File: src/bkl_pkg.sv
// ----------------------------------------------------------------------------
// bkl_pkg
// Shared constants and types of the block keyword lexer: limits, token kinds,
// operation codes and the packed keyword spellings.
// ----------------------------------------------------------------------------
`default_nettype none

package bkl_pkg;

	localparam int MAX_LINES   = 65536;
	localparam int MAX_COLUMNS = 4096;

	localparam logic [15:0] LINE_CAP = (MAX_LINES > 65536) ? 16'hFFFF : 16'(MAX_LINES - 1);
	localparam logic [11:0] COL_CAP  = (MAX_COLUMNS > 4096) ? 12'hFFF : 12'(MAX_COLUMNS - 1);
	localparam logic [11:0] LEN_CAP  = 12'hFFF;

	// Operation codes carried on the input tuser.
	typedef enum logic [1:0] {
		OP_CHAR    = 2'd0,
		OP_EOL     = 2'd1,
		OP_RESTART = 2'd2
	} op_t;

	typedef enum logic [3:0] {
		K_IF       = 4'd0,
		K_THEN     = 4'd1,
		K_ELSIF    = 4'd2,
		K_ELSE     = 4'd3,
		K_END_IF   = 4'd4,
		K_FOR      = 4'd5,
		K_WHILE    = 4'd6,
		K_LOOP     = 4'd7,
		K_END_LOOP = 4'd8,
		K_BEGIN    = 4'd9,
		K_END      = 4'd10,
		K_CASE     = 4'd11,
		K_END_CASE = 4'd12
	} kind_t;

	// Keyword spellings, first character in the lowest seven bits.
	localparam logic [34:0] P_IF    = 35'({7'h46, 7'h49});
	localparam logic [34:0] P_THEN  = 35'({7'h4E, 7'h45, 7'h48, 7'h54});
	localparam logic [34:0] P_ELSIF = 35'({7'h46, 7'h49, 7'h53, 7'h4C, 7'h45});
	localparam logic [34:0] P_ELSE  = 35'({7'h45, 7'h53, 7'h4C, 7'h45});
	localparam logic [34:0] P_FOR   = 35'({7'h52, 7'h4F, 7'h46});
	localparam logic [34:0] P_WHILE = 35'({7'h45, 7'h4C, 7'h49, 7'h48, 7'h57});
	localparam logic [34:0] P_LOOP  = 35'({7'h50, 7'h4F, 7'h4F, 7'h4C});
	localparam logic [34:0] P_BEGIN = 35'({7'h4E, 7'h49, 7'h47, 7'h45, 7'h42});
	localparam logic [34:0] P_END   = 35'({7'h44, 7'h4E, 7'h45});
	localparam logic [34:0] P_CASE  = 35'({7'h45, 7'h53, 7'h41, 7'h43});

	localparam logic [15:0] CH_SLASH = 16'h002F;
	localparam logic [15:0] CH_DASH  = 16'h002D;
	localparam logic [15:0] CH_STAR  = 16'h002A;
	localparam logic [15:0] CH_QUOTE = 16'h0027;
	localparam logic [15:0] CH_DOLLAR = 16'h0024;
	localparam logic [15:0] CH_HASH  = 16'h0023;
	localparam logic [15:0] CH_UNDER = 16'h005F;
	localparam logic [15:0] CH_SPACE = 16'h0020;

	typedef struct packed {
		kind_t       kind;
		logic [15:0] line;
		logic [11:0] col;
		logic [11:0] len;
		logic        last;
	} tok_t;

	// Up to two tokens produced while handling one word.
	typedef struct packed {
		logic [1:0] n;
		tok_t       t0;
		tok_t       t1;
	} slots_t;

endpackage

`default_nettype wire

File: src/block_keyword_lexer_core.sv
// ----------------------------------------------------------------------------
// block_keyword_lexer_core
// Streaming lexer that finds block keywords in source text, skipping comments
// and quoted strings, and reports kind, line, column and length of each one.
// ----------------------------------------------------------------------------
// Usage:
//   Input words arrive on s_tvalid/s_tready. s_tuser carries the operation
//   (character, end of line, start new text) and s_tdata the 16-bit code unit,
//   which only matters for a character. Tokens leave on m_tvalid/m_tready;
//   m_tuser holds the token kind, m_tdata the line, column and length, and
//   m_tlast marks the last token caused by one input word.
//   A token is offered once its input word has passed the input register
//   and been written to the output queue. Throughput is one input word per
//   cycle while the queue holds at most one token; an input word that closes
//   END plus another keyword yields two tokens into the three-entry output
//   queue, and the input register then waits while it holds more than one.
//   When the receiver stalls, tokens collect in the output queue; once it is
//   more than one deep the input register holds its word and s_tready falls
//   after that register is full. Nothing is dropped.
//   Reset (arst_n low) empties the input register and the queue and puts the
//   scanner in its start-of-text state; a start-new-text word does the same
//   to the scanner state but leaves queued tokens in place.
// ----------------------------------------------------------------------------
`default_nettype none

module block_keyword_lexer_core import bkl_pkg::*; (
	input  wire logic        clk,
	input  wire logic        arst_n,
	input  wire logic        s_tvalid,
	output logic             s_tready,
	input  wire logic [15:0] s_tdata,   // [15:0] code_unit
	input  wire logic [1:0]  s_tuser,   // [1:0] operation
	output logic             m_tvalid,
	input  wire logic        m_tready,
	output logic [39:0]      m_tdata,   // [15:0] line_index, [27:16] column, [39:28] token_length
	output logic [3:0]       m_tuser,   // [3:0] token_kind
	output logic             m_tlast
);

	typedef enum logic [2:0] {
		M_NORMAL = 3'd0,
		M_BLOCK  = 3'd1,
		M_LINE   = 3'd2,
		M_STRING = 3'd3,
		M_QUOTE  = 3'd4
	} mode_t;

	typedef enum logic [1:0] {
		P_NONE  = 2'd0,
		P_SLASH = 2'd1,
		P_DASH  = 2'd2,
		P_STAR  = 2'd3
	} punct_t;

	// Appends one token to the slot list of the current word.
	function automatic slots_t push_tok(slots_t s, kind_t k, logic [15:0] ln,
	                                    logic [11:0] cl, logic [11:0] lg);
		tok_t t;
		t.kind = k;
		t.line = ln;
		t.col  = cl;
		t.len  = lg;
		t.last = 1'b0;
		if (s.n == 2'd0) begin
			s.t0 = t;
			s.n  = 2'd1;
		end else if (s.n == 2'd1) begin
			s.t1 = t;
			s.n  = 2'd2;
		end
		return s;
	endfunction

	function automatic logic [1:0] ptr_inc(logic [1:0] p);
		return (p == 2'd2) ? 2'd0 : p + 2'd1;
	endfunction

	// Input register.
	logic        in_valid_s1;
	logic [1:0]  op_s1;
	logic [15:0] code_s1;

	// Scanner state.
	mode_t       mode_q, mode_d;
	punct_t      punct_q, punct_d;
	logic [15:0] line_q, line_d;
	logic [11:0] col_q, col_d;
	logic        wact_q, wact_d;
	logic [11:0] wstart_q, wstart_d;
	logic [11:0] wlen_q, wlen_d;
	logic [34:0] wpfx_q, wpfx_d;
	logic        ewait_q, ewait_d;
	logic [11:0] ecol_q, ecol_d;

	// Output queue.
	tok_t        q_mem [3];
	logic [1:0]  wr_q, rd_q, cnt_q;

	logic        proc_fire, pop;
	slots_t      slots, fin_slots;
	logic        fin_ewait;
	logic [11:0] fin_ecol;

	logic        kw_hit;
	kind_t       kw_kind;
	logic        wc, sp;
	logic [6:0]  up7;
	logic [11:0] col_adv, comb_len;
	logic        combo;

	// Items enter the scanner only while the queue has room for two tokens.
	assign proc_fire = in_valid_s1 && (cnt_q <= 2'd1);
	assign s_tready  = !in_valid_s1 || proc_fire;
	assign pop       = m_tvalid && m_tready;

	always_comb begin
		wc = ((code_s1 >= 16'h0041) && (code_s1 <= 16'h005A)) ||
		     ((code_s1 >= 16'h0061) && (code_s1 <= 16'h007A)) ||
		     ((code_s1 >= 16'h0030) && (code_s1 <= 16'h0039)) ||
		     (code_s1 == CH_UNDER) || (code_s1 == CH_DOLLAR) || (code_s1 == CH_HASH);
		sp = ((code_s1 >= 16'd9) && (code_s1 <= 16'd13)) || (code_s1 == CH_SPACE);
		if ((code_s1 >= 16'h0061) && (code_s1 <= 16'h007A)) begin
			up7 = 7'(code_s1 - 16'd32);
		end else begin
			up7 = code_s1[6:0];
		end
		col_adv = (col_q < COL_CAP) ? col_q + 12'd1 : col_q;
	end

	// Keyword match on the word collected so far.
	always_comb begin
		kw_hit  = 1'b1;
		kw_kind = K_IF;
		if (wlen_q == 12'd2 && wpfx_q == P_IF) begin
			kw_kind = K_IF;
		end else if (wlen_q == 12'd4 && wpfx_q == P_THEN) begin
			kw_kind = K_THEN;
		end else if (wlen_q == 12'd5 && wpfx_q == P_ELSIF) begin
			kw_kind = K_ELSIF;
		end else if (wlen_q == 12'd4 && wpfx_q == P_ELSE) begin
			kw_kind = K_ELSE;
		end else if (wlen_q == 12'd3 && wpfx_q == P_FOR) begin
			kw_kind = K_FOR;
		end else if (wlen_q == 12'd5 && wpfx_q == P_WHILE) begin
			kw_kind = K_WHILE;
		end else if (wlen_q == 12'd4 && wpfx_q == P_LOOP) begin
			kw_kind = K_LOOP;
		end else if (wlen_q == 12'd5 && wpfx_q == P_BEGIN) begin
			kw_kind = K_BEGIN;
		end else if (wlen_q == 12'd3 && wpfx_q == P_END) begin
			kw_kind = K_END;
		end else if (wlen_q == 12'd4 && wpfx_q == P_CASE) begin
			kw_kind = K_CASE;
		end else begin
			kw_hit = 1'b0;
		end
	end

	// Closing the current word. The word always ends at the current column, and
	// nothing has been emitted yet for this item when it happens.
	always_comb begin
		fin_slots = '0;
		fin_ewait = ewait_q;
		fin_ecol  = ecol_q;
		combo     = kw_hit && (kw_kind == K_IF || kw_kind == K_LOOP || kw_kind == K_CASE);
		comb_len  = (col_q >= ecol_q) ? col_q - ecol_q : 12'd0;
		if (ewait_q && combo) begin
			fin_ewait = 1'b0;
			unique case (kw_kind)
				K_IF:    fin_slots = push_tok(fin_slots, K_END_IF, line_q, ecol_q, comb_len);
				K_LOOP:  fin_slots = push_tok(fin_slots, K_END_LOOP, line_q, ecol_q, comb_len);
				default: fin_slots = push_tok(fin_slots, K_END_CASE, line_q, ecol_q, comb_len);
			endcase
		end else begin
			if (ewait_q) begin
				fin_ewait = 1'b0;
				fin_slots = push_tok(fin_slots, K_END, line_q, ecol_q, 12'd3);
			end
			if (kw_hit && kw_kind == K_END) begin
				fin_ewait = 1'b1;
				fin_ecol  = wstart_q;
			end else if (kw_hit) begin
				fin_slots = push_tok(fin_slots, kw_kind, line_q, wstart_q, wlen_q);
			end
		end
	end

	// Next scanner state and the tokens of the item in the input register.
	always_comb begin
		mode_d   = mode_q;
		punct_d  = punct_q;
		line_d   = line_q;
		col_d    = col_q;
		wact_d   = wact_q;
		wstart_d = wstart_q;
		wlen_d   = wlen_q;
		wpfx_d   = wpfx_q;
		ewait_d  = ewait_q;
		ecol_d   = ecol_q;
		slots    = '0;
		case (op_s1)
			OP_CHAR: begin
				col_d = col_adv;
				if (mode_q == M_BLOCK) begin
					if (punct_q == P_STAR && code_s1 == CH_SLASH) begin
						mode_d  = M_NORMAL;
						punct_d = P_NONE;
					end else begin
						punct_d = (code_s1 == CH_STAR) ? P_STAR : P_NONE;
					end
				end else if (mode_q == M_LINE) begin
					mode_d = M_LINE;
				end else if (mode_q == M_STRING) begin
					if (code_s1 == CH_QUOTE) begin
						mode_d = M_QUOTE;
					end
				end else if (mode_q == M_QUOTE && code_s1 == CH_QUOTE) begin
					mode_d = M_STRING;
				end else begin
					mode_d = M_NORMAL;
					if (wact_q && wc) begin
						for (int i = 0; i < 5; i++) begin
							if (wlen_q == 12'(i)) begin
								wpfx_d[7*i +: 7] = up7;
							end
						end
						if (wlen_q < LEN_CAP) begin
							wlen_d = wlen_q + 12'd1;
						end
					end else begin
						if (wact_q) begin
							slots   = fin_slots;
							ewait_d = fin_ewait;
							ecol_d  = fin_ecol;
							wact_d  = 1'b0;
						end
						if (ewait_d && !wc && !sp) begin
							ewait_d = 1'b0;
							slots   = push_tok(slots, K_END, line_q, ecol_d, 12'd3);
						end
						if (punct_q == P_SLASH && code_s1 == CH_STAR) begin
							mode_d  = M_BLOCK;
							punct_d = P_NONE;
						end else if (punct_q == P_DASH && code_s1 == CH_DASH) begin
							mode_d  = M_LINE;
							punct_d = P_NONE;
						end else begin
							punct_d = P_NONE;
							if (code_s1 == CH_SLASH) begin
								punct_d = P_SLASH;
							end else if (code_s1 == CH_DASH) begin
								punct_d = P_DASH;
							end else if (code_s1 == CH_QUOTE) begin
								mode_d = M_STRING;
							end else if (wc) begin
								wact_d   = 1'b1;
								wstart_d = col_q;
								wlen_d   = 12'd1;
								wpfx_d   = 35'(up7);
							end
						end
					end
				end
			end
			OP_EOL: begin
				if (mode_q == M_NORMAL) begin
					if (wact_q) begin
						slots   = fin_slots;
						ewait_d = fin_ewait;
						ecol_d  = fin_ecol;
					end
					if (ewait_d) begin
						slots = push_tok(slots, K_END, line_q, ecol_d, 12'd3);
					end
				end else if (mode_q != M_BLOCK) begin
					mode_d = M_NORMAL;
				end
				wact_d  = 1'b0;
				ewait_d = 1'b0;
				punct_d = P_NONE;
				line_d  = (line_q < LINE_CAP) ? line_q + 16'd1 : line_q;
				col_d   = '0;
			end
			OP_RESTART: begin
				mode_d   = M_NORMAL;
				punct_d  = P_NONE;
				line_d   = '0;
				col_d    = '0;
				wact_d   = 1'b0;
				wstart_d = '0;
				wlen_d   = '0;
				wpfx_d   = '0;
				ewait_d  = 1'b0;
				ecol_d   = '0;
			end
			default: begin
				mode_d = mode_q;
			end
		endcase
		if (slots.n == 2'd1) begin
			slots.t0.last = 1'b1;
		end else if (slots.n == 2'd2) begin
			slots.t1.last = 1'b1;
		end
	end

	always_ff @(posedge clk or negedge arst_n) begin
		if (!arst_n) begin
			in_valid_s1 <= 1'b0;
			mode_q      <= M_NORMAL;
			punct_q     <= P_NONE;
			line_q      <= '0;
			col_q       <= '0;
			wact_q      <= 1'b0;
			wstart_q    <= '0;
			wlen_q      <= '0;
			wpfx_q      <= '0;
			ewait_q     <= 1'b0;
			ecol_q      <= '0;
			wr_q        <= '0;
			rd_q        <= '0;
			cnt_q       <= '0;
		end else begin
			if (s_tvalid && s_tready) begin
				in_valid_s1 <= 1'b1;
			end else if (proc_fire) begin
				in_valid_s1 <= 1'b0;
			end
			if (proc_fire) begin
				mode_q   <= mode_d;
				punct_q  <= punct_d;
				line_q   <= line_d;
				col_q    <= col_d;
				wact_q   <= wact_d;
				wstart_q <= wstart_d;
				wlen_q   <= wlen_d;
				wpfx_q   <= wpfx_d;
				ewait_q  <= ewait_d;
				ecol_q   <= ecol_d;
				if (slots.n == 2'd1) begin
					wr_q <= ptr_inc(wr_q);
				end else if (slots.n == 2'd2) begin
					wr_q <= ptr_inc(ptr_inc(wr_q));
				end
			end
			if (pop) begin
				rd_q <= ptr_inc(rd_q);
			end
			cnt_q <= cnt_q + (proc_fire ? slots.n : 2'd0) - {1'b0, pop};
		end
	end

	// Input register and queue payloads, no reset needed.
	always_ff @(posedge clk) begin
		if (s_tvalid && s_tready) begin
			op_s1   <= s_tuser;
			code_s1 <= s_tdata;
		end
		if (proc_fire && slots.n != 2'd0) begin
			q_mem[wr_q] <= slots.t0;
			if (slots.n == 2'd2) begin
				q_mem[ptr_inc(wr_q)] <= slots.t1;
			end
		end
	end

	assign m_tvalid = (cnt_q != 2'd0);
	assign m_tdata  = {q_mem[rd_q].len, q_mem[rd_q].col, q_mem[rd_q].line};
	assign m_tuser  = q_mem[rd_q].kind;
	assign m_tlast  = q_mem[rd_q].last;

endmodule

`default_nettype wire

File: config.mk
export PLATFORM = sky130hd
export DESIGN_NAME = block_keyword_lexer_core
export DESIGN_NICKNAME = d
export VERILOG_FILES = /design/src/bkl_pkg.sv /design/src/block_keyword_lexer_core.sv
export SDC_FILE = /design/constraint.sdc
export NUM_CORES = 1
export LEC_CHECK = 0
export BUFFER_PORTS_ARGS = -buffer_cell sky130_fd_sc_hd__buf_2
export CAP_MARGIN = 20
export CORE_ASPECT_RATIO = 0.6
export CORE_UTILIZATION = 30
export DETAILED_ROUTE_END_ITERATION = 12
export PLACE_DENSITY = 0.52
export SETUP_SLACK_MARGIN = 0.4
export SLEW_MARGIN = 20
export SYNTH_ARGS = -nofsm -noshare
export SYNTH_HDL_FRONTEND = slang
export SYNTH_SLANG_ARGS = --single-unit
export TNS_END_PERCENT = 20
File: constraint.sdc
create_clock -name clk -period 7.1 [get_ports clk]
set_input_delay 1.065 -clock clk [delete_from_list [all_inputs] [get_ports clk]]
set_output_delay 1.065 -clock clk [all_outputs]
set_load 0.03 [all_outputs]
==> impl_metrics.json, run 1 <==
{
  "status": "finished with violations",
  "violations": "DRC",
  "nets": 1558,
  "arrival_ps": 6380,
  "grt.total_usage": 0.166,
  "synth_area_per_cell_um2": 9.99,
  "critPathCaptureType": "flip-flop",
  "worstPathRequired_ps": 7360,
  "crit_path_max_incr_delay_ps": 730,
  "antenna_found_initial": 0,
  "dieArea_um2": 49500,
  "crit_buf_inv": 3,
  "setup.worst_path.end": "q_mem[0][8]",
  "cts_made_buffers": 29,
  "synth.top_cell.area_share": 0.315,
  "syn_nets": 1512,
  "clkLatencyLatePin_ps": 580,
  "path_clk_slew_ps": 60,
  "synthTopCellsByArea": "edfxtp_1 31%, dfrtp_1 19%, o21ai_0 4.9%, mux2i_1 4.3%, nor2_1 4.0%",
  "ys_seq_elements": 266,
  "synth_cell_type_count": 72,
  "htree_num_levels": 1,
  "grt-ovfl-total": 0,
  "worstReg2RegEnd": "q_mem[0][8]",
  "fp.coreArea_um2": 47900,
  "critPathKind": "reg2reg",
  "start_util": 0.304,
  "p_leak_uw": 0.00602,
  "postLayoutCoreUtil": 0.346,
  "dieWidth_um": 287,
  "fin_tns_setup_ps": 0,
  "finClkSkew_ps": 16.4,
  "worst_slack_ps": 982,
  "dr.pass1.iters": 10,
  "synthArstFlopShare": 0.425,
  "fp-row-count": 62,
  "wirelength_um": 41200,
  "rsz0062_at_grt": "false",
  "post-dp-hpwl_um": 28600,
  "viasPerCell": 5.22,
  "synth.most_common_cell": "nor2_1",
  "route.detailed.drc": 1,
  "io_buffers": 68,
  "hold_viol_final": 0,
  "grt_max_degree": 91,
  "maxCapViolations": 0,
  "yosysTopAreaCell": "edfxtp_1",
  "antenna_left": 0,
  "setup.worst_path.start": "wpfx_q[5]",
  "area_growth_pct": 13.9,
  "slew_violations": 0,
  "seq_area_frac_synth": 0.509,
  "wl_per_cell_um": 19.0,
  "final_area_um2": 16600,
  "cp_num_cells": 18,
  "worst_pin_slew_ps": 970,
  "n_antenna_cell": 0,
  "synth_area_um2": 14600,
  "gp_congestion": 0.936,
  "synth_warnings": 0,
  "dieHeight_um": 173,
  "slew_headroom": 0.349,
  "vias": 11300,
  "crit_path_top_delay_cell": "or3b_2",
  "path_max_fanout": 34,
  "io_pins": 69,
  "setup_viol": 0,
  "fmaxAchievable_mhz": 163,
  "layout-drive-gt1-share": 0.132,
  "grt_pass1_wl_um": 64800,
  "cts_sinks": 266,
  "r2r-start": "wpfx_q[5]",
  "power.density_nw_per_um2": 268,
  "critical_path.startpoint_type": "flip-flop",
  "synth_commonest_cells": "155 x nor2_1, 153 x edfxtp_1, 143 x o21ai_0",
  "power.total_uw": 4450,
  "period_share": 0.862,
  "hp-class": "reg2reg",
  "pre_cts_slack_ps": 893,
  "cts_buffer_depth": 3,
  "synth-main-ff-cell": "edfxtp_1",
  "path_cells": "or3b_1 -> or4_1 -> nor4_1 -> inv_1 -> nor4_1 -> nor3b_1 -> nand2_1 -> ha_1 -> nand2_1 -> o22ai_1 -> or2_2 -> ha_1 -> and3_1 -> a2111oi_4 -> buf_4 -> or3b_2 -> o31ai_4 -> buf_12",
  "grt_pass1_vias": 10900,
  "drtIter0Drc": 997,
  "netlist_instances": 1460,
  "cts-root-buf": "clkbuf_16",
  "regToRegSetupSlack_ps": 980,
  "tritoncts": "built",
  "r2r_cells": 18,
  "synth-edff-count": 153,
  "ir_drop_mv": 0.176,
  "place_area_um2": 15600,
  "min_period_ps": 6120,
  "critPathTopFamily": "simple AND/OR/NAND/NOR gates"
}
## metrics by stage
| stage | cells | hold slack [ps] |
|---|---|---|
| after floorplan | 1460 | 468 |
| after global placement | 2114 | 469 |
| after detailed placement | 2114 | 477 |
| after CTS | 2168 | 495 |
| after global routing | 2169 | 519 |
| final | 2169 | 492 |
## per-layer routing
metal,part of all wire,track usage
met1,0.54,0.276
met3,0.070,0.0380
met4,0.016,0.0296
met2,0.37,0.213
met5,0,0
## state kept, by name, indices dropped and copies added, names as in the netlist
| register | flops |
|---|---|
| in_valid_s1 | 1 |
| mode_q | 3 |
| cnt_q | 2 |
| ecol_q | 12 |
| op_s1 | 2 |
| ewait_q | 1 |
| code_s1 | 16 |
| wstart_q | 12 |
| wact_q | 1 |
| punct_q | 2 |
| rd_q | 2 |
| line_q | 16 |
| wlen_q | 12 |
| q_mem | 135 |
| wr_q | 2 |
| wpfx_q | 35 |
| col_q | 12 |
## cell type report
| class | instances | area (um^2) |
|---|---|---|
| clock buffer | 36 | 762 |
| inverter | 47 | 176 |
| timing repair buffer | 92 | 548 |
| sequential | 266 | 7420 |
| multi-input combinational | 1070 | 6730 |
| tap | 640 | 801 |
| fill | 4915 | 31300 |
| clock inverter | 18 | 168 |
## report_power, final
| part | internal [uW] | switching (uW) |
|---|---|---|
| Sequential | 1700 | 112 |
| Clock | 841 | 662 |
| Combinational | 345 | 786 |
## how the worst min path moves through the flow
stage / from / end / slack [ps] / depth (start not counted)
final: rd_q[0] / rd_q[0] / 490 / 1
after global routing: rd_q[0] / rd_q[0] / 520 / 1
after CTS: rd_q[0] / rd_q[0] / 500 / 1
after detailed placement: rd_q[0] / rd_q[0] / 480 / 1
after global placement: rd_q[0] / rd_q[0] / 470 / 1
after floorplan: wpfx_q[6] / wpfx_q[6] / 470 / 2
## kinds of logic (layout without fill, tap and decap cells)
family / count (synthesis) / count (layout) / share of synthesized area
xor+xnor: 18 / 18 / 0.0108
compound gates: 329 / 329 / 0.139
fa+ha+maj: 30 / 30 / 0.0262
flops: 266 / 266 / 0.509
simple gates: 595 / 595 / 0.211
buf+inv: 124 / 193 / 0.0329
mux: 98 / 98 / 0.0718
## placed cells by master (no fill, tap or decap), types with 35 or more instances in the layout
master,instances
o21ai_0,141
buf_2,67
dfrtp_1,111
nand3_1,35
nor2_1,154
nand2_1,131
mux2i_1,63
nor2b_1,49
inv_1,47
a21oi_1,71
edfxtp_1,153
## timing repair
item | 4_1_cts | 5_1_grt
resized for setup | 0 | 2
buffers inserted | 0 | 1
endpoints found under the setup margin | 0 | 51
hold buffers | 0 | 0
(Power assumes the default switching activity.)
==> inputs of run 2 (changes only) <==
--- a/config.mk
+++ b/config.mk
@@ -5,6 +5,7 @@
 export SDC_FILE = /design/constraint.sdc
 export NUM_CORES = 1
 export LEC_CHECK = 0
+export ABC_AREA = 1
 export BUFFER_PORTS_ARGS = -buffer_cell sky130_fd_sc_hd__buf_2
 export CAP_MARGIN = 20
 export CORE_ASPECT_RATIO = 0.6
==> run 2 against run 1 <==
  * The flow now finishes without violations
  * Clock skew up 8.5 ps
  * Sequential power is essentially flat
  * Global-route usage up 3.0 points
  * Wire length rose by 37%
  * Power up 20%
  * Combinational power is 66% higher
  * Hold slack improved by 2.7 ps
  * Count of clock-buffer cells in the layout grew 2
  * Cell area is 15% higher
  * Synthesized area is 16% higher
  * Fmax increased by 4.7%
  * Highest routed layer unchanged
==> impl_metrics.json, run 2 <==
{
  "status": "finished clean",
  "slew_violations": 0,
  "gp_congestion": 0.943,
  "critPathCaptureType": "flip-flop",
  "worst_pin_slew_ps": 1080,
  "ys_seq_elements": 266,
  "cts_hold_buf": 0,
  "antenna_left": 0,
  "fp-row-count": 67,
  "p_leak_uw": 0.00821,
  "worstPathRequired_ps": 7370,
  "synth_warnings": 0,
  "grt-ovfl-total": 0,
  "crit_buf_inv": 5,
  "synthArstFlopShare": 0.425,
  "cpMostUsedCell": "nand2_1",
  "vias": 16400,
  "cts_buffer_depth": 3,
  "synthTopCellsByArea": "edfxtp_1 27%, dfrtp_1 17%, nand2_1 15%, nand3_1 9.0%, inv_1 5.1%",
  "postLayoutCoreUtil": 0.341,
  "final_area_um2": 19100,
  "arrival_ps": 6120,
  "maxCapViolations": 0,
  "fp.coreArea_um2": 55800,
  "antenna_found_initial": 0,
  "path_max_fanout": 26,
  "cts-root-buf": "clkbuf_16",
  "viasPerCell": 5.24,
  "io_pins": 69,
  "period_share": 0.823,
  "path_clk_slew_ps": 70,
  "netlist_instances": 2316,
  "dieHeight_um": 186,
  "wirelength_um": 56600,
  "crit_path_top_delay_cell": "nand2_2",
  "htree_num_levels": 1,
  "synth-main-ff-cell": "edfxtp_1",
  "cts_sinks": 266,
  "grt_pass1_wl_um": 88600,
  "ir_drop_mv": 0.202,
  "power.total_uw": 5340,
  "tritoncts": "built",
  "start_util": 0.304,
  "wl_per_cell_um": 18.1,
  "dr.pass1.iters": 8,
  "post-dp-hpwl_um": 40800,
  "nFillCells": 5976,
  "place_area_um2": 18000,
  "postCtsSetupBuffers": 0,
  "syn_nets": 2368,
  "grt_pass1_vias": 15400,
  "io_buffers": 68,
  "synth.most_common_cell": "nand2_1",
  "dieArea_um2": 57500,
  "power.density_nw_per_um2": 280,
  "final_cell_mix": "671 x nand2_1, 305 x nand3_1, 231 x inv_1, 191 x nor2_1, 153 x edfxtp_1",
  "synth_commonest_cells": "674 x nand2_1, 305 x nand3_1, 231 x inv_1",
  "cts_made_buffers": 30,
  "critPathKind": "reg2reg",
  "rsz0062_at_grt": "false",
  "critical_path.startpoint_type": "flip-flop",
  "reg_top3": "q_mem (135), wpfx_q (35)",
  "nets": 2387,
  "route.detailed.drc": 0,
  "path_cells": "nor2_1 -> nand2_1 -> nor2_1 -> inv_1 -> nor3_1 -> nand2_1 -> nand2_1 -> nor2_1 -> nand3_1 -> ha_1 -> inv_1 -> nor2_1 -> nand3_1 -> ha_1 -> inv_1 -> o21ai_0 -> nand2_1 -> clkinv_1 -> o21ai_2 -> nand2_2 -> nand2_1 -> nand3_1 -> nand2_2 -> buf_12",
  "yosysTopAreaCell": "edfxtp_1",
  "finClkSkew_ps": 24.9,
  "fin_tns_setup_ps": 0,
  "largest_register_ffs": 135,
  "synth_area_per_cell_um2": 7.32,
  "slew_headroom": 0.279,
  "area_growth_pct": 12.4,
  "regMostFlops": "q_mem",
  "clkLatencyLatePin_ps": 600,
  "crit_path_max_incr_delay_ps": 510,
  "synth-edff-count": 153,
  "hp-class": "reg2reg",
  "setup_viol": 0,
  "critPathTopFamily": "simple AND/OR/NAND/NOR gates",
  "cts.repair.resized": 0,
  "hold_viol_final": 0,
  "grt.total_usage": 0.196,
  "dieWidth_um": 309,
  "synth_cell_type_count": 50,
  "final_common_cell": "nand2_1",
  "grt_max_degree": 63,
  "worst_slack_ps": 1250,
  "n_antenna_cell": 0,
  "min_period_ps": 5850,
  "layout-drive-gt1-share": 0.0763,
  "fmaxAchievable_mhz": 171,
  "drtIter0Drc": 1648,
  "synth_area_um2": 17000,
  "seq_area_frac_synth": 0.438,
  "pre_cts_slack_ps": 1290,
  "synth.top_cell.area_share": 0.271
}
==> run 2: cell types whose count changed after synthesis, moves of 49 or more <==
| cell | delta |
|---|---|
| nand2_1 | +543 |
| inv_1 | +184 |
| mux2i_1 | -63 |
| nand3_1 | +270 |
| o211ai_1 | +51 |
| nor2b_1 | -49 |
==> run 2: worst paths after layout <==
kind                       depth (start not counted)  slack, ps     endpoint        from
setup reg to reg                                  24       1250  q_mem[2][6]  wpfx_q[28]
setup / recovery                                  24       1250  q_mem[2][6]  wpfx_q[28]
max in group asynchronous                          2       5220     col_q[7]      arst_n
hold / removal                                     2        490   wpfx_q[34]  wpfx_q[34]
min in group asynchronous                          1        560    line_q[7]      arst_n
hold reg to reg                                    2        490   wpfx_q[34]  wpfx_q[34]
==> run 2: layout make-up <==
cell class / count / area, um^2 / area share
clock buffer: 38 / 802 / 0.0421
clock inverter: 18 / 198 / 0.0104
inverter: 244 / 916 / 0.0481
multi-input combinational: 1696 / 8160 / 0.428
sequential: 266 / 7420 / 0.390
tap: 759 / 950 / 0.0498
timing repair buffer: 97 / 606 / 0.0318
==> run 2: worst reg2reg max path, cell delays in order, from the launching register on <==
cell      delay, ps
dfrtp_1         450
nor2_1          130
nand2_1         150
nor2_1          400
inv_1           160
nor3_1          270
nand2_1         160
nand2_1         120
nor2_1           90
nand3_1         170
ha_1            170
inv_1            40
nor2_1          100
nand3_1         150
ha_1            470
inv_1           230
o21ai_0         110
nand2_1         440
clkinv_1        230
o21ai_2         240
nand2_2         140
nand2_1         160
nand3_1         110
nand2_2         510
buf_12          290
==> run 2: per-stage QoR <==
| step | std cells | hold slack, ps |
|---|---|---|
| after CTS | 3117 | 491 |
| after floorplan | 2316 | 453 |
| final | 3118 | 495 |
| after global routing | 3118 | 539 |
| after global placement | 3061 | 469 |
| after detailed placement | 3061 | 474 |
==> run 2: cell families after synthesis <==
| group | share of synthesized area |
|---|---|
| AND/OR/NAND/NOR | 0.340 |
| flip-flops | 0.438 |
| adder cells (fa/ha/maj) | 0.0226 |
| AO/OA/AOI/OAI | 0.110 |
| buffers and inverters | 0.0826 |
| XOR/XNOR | 0.00723 |
==> run 2: where the power goes <==
group          total (uW)  internal (uW)  switching [uW]
logic                1880            464            1420
registers            1820           1720             103
clock network        1630            942             688
total                5340           3130            2210
==> run 2: metal layers <==
layer / share of wire / up-vias / global-route usage
li1: - / 7842 / -
met1: 0.50 / 7868 / 0.301
met2: 0.41 / 565 / 0.287
met3: 0.069 / 77 / 0.0322
met4: 0.019 / 0 / 0.0388
met5: 0 / - / 0
==> inputs of run 3 (changes only) <==
--- a/config.mk
+++ b/config.mk
@@ -11,7 +11,7 @@
 export CORE_ASPECT_RATIO = 0.6
 export CORE_UTILIZATION = 30
 export DETAILED_ROUTE_END_ITERATION = 12
-export PLACE_DENSITY = 0.52
+export PLACE_DENSITY = 0.51
 export SETUP_SLACK_MARGIN = 0.4
 export SLEW_MARGIN = 20
 export SYNTH_ARGS = -nofsm -noshare
==> constraint.sdc (replaced) <==
create_clock -name clk -period 5.45 [get_ports clk]
set_input_delay 0.8175 -clock clk [delete_from_list [all_inputs] [get_ports clk]]
set_output_delay 0.8175 -clock clk [all_outputs]
set_load 0.03 [all_outputs]
==> run 3 against run 2 <==
  * Hold slack got worse by 150 ps
  * Cell count rose by 0.48%
  * Largest power group unchanged
  * Register-to-register slack got worse by 450 ps
  * Power rose by 29%
  * Wire length rose by 1.8%
  * Utilization rose by 0.22 points
  * Sequential share of layout area fell by 0.25 points
  * Sequential power rose by 31%
  * Cell area rose by 0.66%
  * First-iteration DRC count fell by 2.9%
  * Count of clock-buffer cells in the layout rose by 5
==> impl_metrics.json, run 3 (synthesis results as in run 2) <==
{
  "start_util": 0.304,
  "grt.total_usage": 0.198,
  "wl_per_cell_um": 18.4,
  "cts-root-buf": "clkbuf_16",
  "clkLatencyLatePin_ps": 580,
  "setup_viol": 0,
  "grt_pass1_wl_um": 88300,
  "arrival_ps": 4910,
  "gp_congestion": 0.943,
  "place_area_um2": 18200,
  "fmaxAchievable_mhz": 215,
  "path_max_fanout": 18,
  "critPathCaptureType": "flip-flop",
  "status": "finished clean",
  "fp.coreArea_um2": 55800,
  "path_clk_slew_ps": 60,
  "regToRegSetupSlack_ps": 810,
  "nets": 2401,
  "swShare": 0.419,
  "antenna_left": 0,
  "min_period_ps": 4640,
  "fin_tns_setup_ps": 0,
  "critical_path.startpoint_type": "flip-flop",
  "ir_drop_mv": 0.231,
  "power_frac_comb": 0.359,
  "wirelength_um": 57600,
  "cts_sinks": 266,
  "intPower_uw": 4000,
  "worst_pin_slew_ps": 1110,
  "clockPowerShare": 0.294,
  "cts_made_buffers": 30,
  "largest_register_ffs": 135,
  "final_common_cell": "nand2_1",
  "worstPathRequired_ps": 5720,
  "io_pins": 69,
  "tritoncts": "built",
  "viasPerCell": 5.23,
  "seq_power_share": 0.347,
  "io_buffers": 68,
  "hold_viol_final": 0,
  "critPathKind": "reg2reg",
  "area_growth_pct": 13.1,
  "final_cell_mix": "671 x nand2_1, 305 x nand3_1, 230 x inv_1, 189 x nor2_1, 153 x edfxtp_1",
  "slew_violations": 0,
  "regMostFlops": "q_mem",
  "hp-class": "in2async",
  "dieHeight_um": 186,
  "post-dp-hpwl_um": 41700,
  "maxCapViolations": 0,
  "fp-row-count": 67,
  "dr.pass1.iters": 5,
  "antenna_found_initial": 0,
  "power.density_nw_per_um2": 359,
  "slew_headroom": 0.257,
  "grt_pass1_vias": 15400,
  "p_leak_uw": 0.00829,
  "rsz0062_at_grt": "false",
  "route.detailed.drc": 0,
  "drtIter0Drc": 1600,
  "finClkSkew_ps": 20.6,
  "vias": 16400,
  "layout-drive-gt1-share": 0.0826,
  "dieArea_um2": 57500,
  "period_share": 0.852,
  "dieWidth_um": 309,
  "htree_num_levels": 1,
  "grt_max_degree": 64,
  "switchingPower_uw": 2880,
  "cts_buffer_depth": 3,
  "grt-ovfl-total": 0,
  "final_area_um2": 19200,
  "reg_top3": "q_mem (135), wpfx_q (35)"
}
-- run 3: changes by cell type in the layout (fill, tap and decap cells not counted), sizes merged --
| cell | previous run | this run |
|---|---|---|
| clkbuf | 38 | 44 |
| buf | 97 | 110 |
| bufinv | 4 | 1 |
| clkinv | 17 | 16 |
| clkinvlp | 2 | 0 |
| diode | 0 | 1 |
| inv | 239 | 240 |
-- run 3: worst max-delay path: stages, from the launching register on --
cell and delay (ps):
dfrtp_1 450, inv_1 150, ha_1 220, inv_1 60, nor3_1 40, nand2_1 240
nor2_1 140, nand2_1 100, nand2_1 70, nor2_1 210, nand3_1 200, ha_1 320
o21ai_0 80, nand2_1 80, nand2_1 100, ha_1 300, inv_1 170, o21ai_0 110
nand2_1 140, clkinv_1 110, o21ai_2 180, nand2_2 140, nor2_8 190, nand2_2 100
nand2_2 170, buf_6 250
-- run 3: power groups by stage --
stage / combinational, uW / sequential, uW / clock, uW
CTS: 2470 / 2390 / 2070
floorplan: 1660 / 2360 / 0
finish: 2470 / 2390 / 2020
global placement: 2450 / 2420 / 0
detailed placement: 2460 / 2430 / 0
global route: 2710 / 2400 / 2150
-- run 3: final cells by class --
type / instances / area, um^2
clock buffer: 43 / 872
sequential: 266 / 7420
inverter: 244 / 916
antenna: 1 / 2.50
timing repair buffer: 111 / 753
multi-input combinational: 1696 / 8170
tap: 759 / 950
fill: 5971 / 36700
clock inverter: 13 / 92.6
-- run 3: path summary, 6_finish.rpt --
check                       startpoint            to  cells past startpoint
min in group clk           s_tdata[11]   code_s1[11]                      1
max                          wlen_q[0]  q_mem[2][35]                     25
max in group asynchronous       arst_n      col_q[5]                      2
min                             arst_n     line_q[7]                      2
min reg2reg                   cnt_q[0]      cnt_q[0]                      1
max reg2reg                  wlen_q[0]  q_mem[2][35]                     25
-- run 3: per-stage QoR --
stage	worst slack [ps]	hold slack [ps]	power [uW]	std cells	utilization
detailed placement	724	495	4890	3075	0.325
finish	808	346	6880	3133	0.344
CTS	668	370	6930	3131	0.342
global route	419	375	7260	3132	0.343
floorplan	552	453	4020	2316	-
global placement	741	471	4870	3075	0.325
-- run 3: what timing repair did --
item / CTS / global route
endpoints found under the setup margin: 0 / 221
resized for setup: 0 / 9
hold buffers: 0 / 0
setup buffers: 0 / 0
-- run 3: layer usage --
metal | part of all wire | global-route usage | vias up | wire length (um)
met5 | 0 | 0 | - | 0
met4 | 0.023 | 0.0509 | 0 | 1310
met3 | 0.072 | 0.0351 | 85 | 4170
met2 | 0.40 | 0.284 | 552 | 23200
met1 | 0.50 | 0.303 | 7856 | 29000
li1 | - | - | 7896 | -
